`src/rtl/core/frnq_pkg.sv`:
```
package frnq_pkg;

	// table geometry
	localparam int MAX_ITEMS = 64;
	localparam int IDX_W     = (MAX_ITEMS > 1) ? $clog2(MAX_ITEMS) : 1;
	localparam int CNT_W     = $clog2(MAX_ITEMS + 1);

	// field widths
	localparam int COORD_W = 24;
	localparam int RAD_W   = 23;
	localparam int OUT_IDX_W = 6;
	localparam int SQ_W    = 2 * COORD_W;
	localparam int SUM_W   = SQ_W + 1;
	localparam int R2_W    = 2 * RAD_W;

	// request opcodes
	localparam logic [1:0] OP_CLEAR = 2'd0;
	localparam logic [1:0] OP_ADD   = 2'd1;
	localparam logic [1:0] OP_QUERY = 2'd2;

	// result status codes
	localparam logic [2:0] ST_ADDED   = 3'd0;
	localparam logic [2:0] ST_FULL    = 3'd1;
	localparam logic [2:0] ST_CLEARED = 3'd2;
	localparam logic [2:0] ST_MATCH   = 3'd3;
	localparam logic [2:0] ST_NOMATCH = 3'd4;

	// scan token moving down the distance pipeline
	typedef struct packed {
		logic               vld;
		logic               fin;  // end-of-scan marker, carries no entry
		logic [CNT_W-1:0]   idx;
		logic [COORD_W-1:0] x;
		logic [COORD_W-1:0] z;
	} tag_t;

	// low bits of an entry index as shown on the index port
	function automatic logic [OUT_IDX_W-1:0] out_index(input logic [CNT_W-1:0] i);
		logic [CNT_W+OUT_IDX_W-1:0] t;
		t = {{OUT_IDX_W{1'b0}}, i};
		return t[OUT_IDX_W-1:0];
	endfunction

endpackage

```
`src/rtl/core/frnq_dist.sv`:
```
module frnq_dist (
	input  logic                       clk,
	input  logic                       arst_n,
	input  logic                       adv,
	input  frnq_pkg::tag_t             tag_in,
	input  logic [frnq_pkg::COORD_W-1:0] ctr_x,
	input  logic [frnq_pkg::COORD_W-1:0] ctr_z,
	output frnq_pkg::tag_t             tag_out,
	output logic [frnq_pkg::SQ_W-1:0]  sqx,
	output logic [frnq_pkg::SQ_W-1:0]  sqz
);
	import frnq_pkg::*;

	logic [COORD_W:0]   dx, dz;
	logic [COORD_W:0]   ax, az;
	logic [COORD_W-1:0] ax_s2, az_s2;
	logic [SQ_W-1:0]    sqx_s3, sqz_s3;
	tag_t               tag_s2, tag_s3;

	// sign-extended differences and magnitudes; |d| always fits COORD_W bits
	always_comb begin
		dx = {tag_in.x[COORD_W-1], tag_in.x} - {ctr_x[COORD_W-1], ctr_x};
		dz = {tag_in.z[COORD_W-1], tag_in.z} - {ctr_z[COORD_W-1], ctr_z};
		ax = dx[COORD_W] ? (~dx + 1'b1) : dx;
		az = dz[COORD_W] ? (~dz + 1'b1) : dz;
	end

	// token control
	always_ff @(posedge clk or negedge arst_n) begin
		if (!arst_n) begin
			tag_s2 <= '0;
			tag_s3 <= '0;
		end else if (adv) begin
			tag_s2 <= tag_in;
			tag_s3 <= tag_s2;
		end
	end

	// magnitude then square stages
	always_ff @(posedge clk) begin
		if (adv) begin
			ax_s2  <= ax[COORD_W-1:0];
			az_s2  <= az[COORD_W-1:0];
			sqx_s3 <= SQ_W'(ax_s2) * SQ_W'(ax_s2);
			sqz_s3 <= SQ_W'(az_s2) * SQ_W'(az_s2);
		end
	end

	assign tag_out = tag_s3;
	assign sqx     = sqx_s3;
	assign sqz     = sqz_s3;

endmodule

```
`config.mk`:
```
export PLATFORM = sky130hd
export DESIGN_NAME = frnq_dist
export DESIGN_NICKNAME = d
export VERILOG_FILES = /design/src/rtl/core/frnq_pkg.sv /design/src/rtl/core/frnq_dist.sv
export SDC_FILE = /design/constraint.sdc
export NUM_CORES = 2
export LEC_CHECK = 0
export CORE_ASPECT_RATIO = 0.8
export CORE_MARGIN = 2
export CORE_UTILIZATION = 65
export CTS_CLUSTER_SIZE = 30
export DETAILED_ROUTE_END_ITERATION = 8
export DONT_BUFFER_PORTS = 1
export PLACE_DENSITY = 0.93
export SLEW_MARGIN = 40
export SYNTH_ARGS = -nofsm -noshare
export SYNTH_HDL_FRONTEND = slang
export SYNTH_SLANG_ARGS = --single-unit
```
`constraint.sdc`:
```
create_clock -name clk -period 14.25 [get_ports clk]
set_input_delay 1.425 -clock clk [delete_from_list [all_inputs] [get_ports clk]]
set_output_delay 1.425 -clock clk [all_outputs]
set_load 0.01 [all_outputs]
```
Yosys cells after proc, flatten, opt, wreduce, memory -nomap -nowiden

Cells that the tools add are included.

Add/sub/neg operators: 4
Multiply operators: 2
Multiplexer cells: 2
Bitwise operators: 2

Operator list:

| kind                                                             | number |
|---|---|
| 24-bit by 24-bit multiplier with 48-bit output                   | 2 |
| 24-bit by 24-bit subtractor with 25-bit output                   | 2 |
| 24-bit by 1-bit adder with 24-bit output (second input constant) | 2 |
| 24-bit 2-to-1 mux                                                | 2 |
| 24-bit inverter                                                  | 2 |

Register bits after elaboration: 258
Word-level logic and storage cells: 24

Depth between registers and ports, before layout

Depth after elaboration: 4
Gate-level depth with buffers: 28
Gate-level depth less buffers: 27

Worst setup path after synthesis

Ideal clock, no wire load.

Path type: reg-to-reg
Start: reg az_s2[2]
End: reg sqz_s3[47] (netlist: sqz[47]) (data pin)
Setup time: 260 ps
Arrival time: 7,212 ps
Required time: 13,990 ps
Slack: 6,778 ps
Cell stages (with the launch flop): 29
Buffers on the path: 2
Period minus slack after synthesis: 7,472 ps
Cell sequence: edfxtp_1 -> clkbuf_1 -> clkbuf_1 -> nand2_1 -> fa_1 -> inv_1 -> fa_1 -> inv_1 -> fa_1 -> inv_1 -> fa_1 -> inv_1 -> fa_1 -> inv_1 -> fa_1 -> inv_1 -> fa_1 -> inv_1 -> ha_1 -> a21o_1 -> a21o_1 -> a2111oi_0 -> o21bai_1 -> o31ai_1 -> o21ai_0 -> a31oi_1 -> o21ai_0 -> a21oi_1 -> xnor2_1

Cells in the longest elaborated chain, start to end: 1

RTL lines:

| what                                           | line            | RTL |
|---|---|---|
| start, declared                                | frnq_dist.sv:16 | `logic [COORD_W-1:0] ax_s2, az_s2;` |
| start signal, assigned                         | frnq_dist.sv:43 | `az_s2 <= az[COORD_W-1:0];` |
| 24-bit by 24-bit multiplier with 48-bit output | frnq_dist.sv:45 | `sqz_s3 <= SQ_W'(az_s2) * SQ_W'(az_s2);` |
| end signal, assigned                           | frnq_dist.sv:45 |  |
| end, declared                                  | frnq_dist.sv:17 | `logic [SQ_W-1:0] sqx_s3, sqz_s3;` |

Every way passes these cells.
A chain may end at the register's enable or synchronous reset.

Worst setup path after layout

Same ends and word-level chain as after synthesis.

==> flow_summary_export.csv <==
group,metric,value,unit
sta,fin_crit_sh,0.6142,
sta,relSlewSlack,0.3987,
worst_setup_path,end_kind,"flop",
clock_tree,clock-root-buffer,"clkbuf_16",
logic_synthesis,synth_cell_types,77,
clock_tree,path_clk_slew,60,ps
grt,grt_max_degree,257,
sta,whs,478.4,ps
logic_synthesis,synth_seq_cells,256,
floorplanning,die_y,238.0,µm
placement,placedCellCount,5324,
logic_synthesis,syn_area_per_cell,9.868,µm²
grt,antenna_found_initial,7,
worst_setup_path,r2r_start,"az_s2[2]",
sta,setup_viol,0,
logic_synthesis,ys_warn_count,0,
worst_setup_path,path_class,"flop to flop",
routing,drt_iter0_markers,2923,
routing,vias,31322,
final_layout,final_cells,5407,
sta,rsz0062_at_grt,"no",
clock_tree,cts_tree,"built",
logic_synthesis,ys_seq_area_frac,0.1599,
logic_synthesis,synth_edf_count,142,
min_path,hold_path.class,"primary input to asynchronous set/reset pin",
routing,drcViolationCount,0,
grt,use_met1,0.4235,
final_layout,layout-drive-gt1-share,0.05679,
placement,place_ws,5521,ps
floorplanning,start_util,0.6590,
sta,fmax,114.3,MHz
grt,track_usage,0.3206,
final_layout,most-common-layout-cells,"inv_1, fa_1, ha_1, nand2_1, and2_1",
final_layout,fin_nets,5823,
final_layout,syn2layout_area_growth,5.122,%
worst_setup_path,cp_data_required_time,14640,ps
sta,final_hold_viol_count,0,
grt,use_met2,0.4819,
floorplanning,io_pins,261,
placement,gp_congestion,0.9847,
floorplanning,die_area,70590,µm²
worst_setup_path,crit_arrival,9140,ps
logic_synthesis,synth_top_cell_by_area,"fa_1",
sta,tns,0,ps
floorplanning,fp.dieW,296.6,µm
logic_synthesis,synth_area_leaders,"fa_1, ha_1, inv_1",
logic_synthesis,synth_top_family_by_area,"adder cells",
routing,dr.pass1.iters,6,
placement,io_buffers,0,
grt,top_usage_layer,"met2",
worst_setup_path,critPathBufInv,7,
clock_tree,post_cts_buffers,0,
sta,final-max-slew-violation-count,0,
sta,final.min_clock_period,8752,ps
worst_setup_path,worst_r2r_path_depth,26,
final_layout,mostFrequentLayoutCell,"inv_1",
grt,grt_pass1_vias,34132,
sta,fin_skew,53.37,ps
logic_synthesis,ys.flop_type,"edfxtp_1",
routing,drt-vias-per-instance,5.793,
floorplanning,fp-row-count,85,
worst_setup_path,worstReg2RegEnd,"sqz[47]",
clock_tree,cts_resized,0,
worst_setup_path,cp-start-kind,"flop",
flow_run,drv_cap,0,
worst_setup_path,cp_max_fo,24,
sta,finalWorstSetupSlack,5498,ps
logic_synthesis,synth_compound_area_frac,0.06666,
clock_tree,cts_buffer_depth,3,
logic_synthesis,mappedNetlistArea,44500,µm²
clock_tree,h-tree-depth,1,
logic_synthesis,syn_inst,4510,
logic_synthesis,muxShareOfSynthArea,0.03025,
logic_synthesis,synthArstFlopShare,0.4453,
placement,dp_hpwl,87960,µm
logic_synthesis,synth_top_area_frac,0.3810,
routing,drtAntennaViolNets,0,
clock_tree,ctsHoldBuffers,0,
worst_setup_path,crit_slowest_cell,"edfxtp_1",
clock_tree,cts_buffers,30,
routing,wl_per_cell,20.18,µm
logic_synthesis,synth_simple_gate_area_share,0.09764,
grt,overflow,0,
clock_tree,cts_sinks,256,
status,status,"finished, final reports clean",
logic_synthesis,synthXorXnorAreaFrac,0.03523,
worst_setup_path,cpLargestDelayFamily,"adder cells",
floorplanning,core,67530,µm²
grt,use_met3,0.1102,
worst_setup_path,critPathMaxStageDelay,940,ps
logic_synthesis,yosys.area_share.adder,0.4937,
clock_tree,insertion_delay,640,ps
routing,drt_wl_total,109100,µm
grt,grt_first_pass_wirelength,176200,µm
sta,worstMarginPinSlew,902.0,ps
worst_setup_path,r2r_slack,5500,ps
[stage by stage]
stage	instance area [µm²]	util
CTS	46470	0.6882
global route	46770	0.6926
global placement	45280	0.6705
floorplan	44510	-
finish	46780	0.6927
detailed placement	45430	0.6727
[state kept, by name, indices dropped and copies added, names as in the netlist]
name and count:
tag_out 57, tag_s2 57, sqx 47, sqz 47
ax_s2 24, az_s2 24
[worst max path at each step]
stage | cells after the start | slack, ps | startpoint | end
CTS | 26 | 5520 | az_s2[7] | sqz[47]
floorplan | 28 | 6780 | az_s2[2] | sqz[47]
detailed placement | 26 | 5520 | az_s2[7] | sqz[47]
global placement | 24 | 5570 | ax_s2[14] | sqx[45]
global route | 26 | 5150 | az_s2[2] | sqz[47]
finish | 26 | 5500 | az_s2[2] | sqz[47]
[layer usage]
metal | share of wire | wire [µm]
met1 | 0.38 | 41070
met3 | 0.13 | 14260
met4 | 0.050 | 5464
met2 | 0.44 | 48270
met5 | 0.00028 | 31
[synth_stat cells (40+ instances only)]
master,n
inv_1,1250
fa_1,847
ha_1,401
nand2_1,376
and2_1,246
edfxtp_1,142
xnor2_1,139
a21oi_1,127
clkbuf_1,118
mux2_2,116
dfrtp_1,114
nor2_1,93
a21o_1,80
o21ai_0,71
xor2_1,40
[cell families after synthesis]
logic type      count (synthesis)
buf+inv                      1378
fa+ha+maj                    1248
simple gates                  880
compound gates                448
flops                         256
xor+xnor                      179
mux                           120
other cells                     1
[area by class of cell]
cell class	count	area, µm²
fillers	4387	20750
inverters	1250	4692
flip-flops and latches	256	7117
repair buffers	52	546.8
clock buffers	41	905.9
well taps	913	1142
clock inverters	14	138.9
diodes	4	10.01
multi-input cells	2877	32230
Power is not shown: default switching activity piles up to over one toggle a cycle in this logic, so the estimate is an artifact.
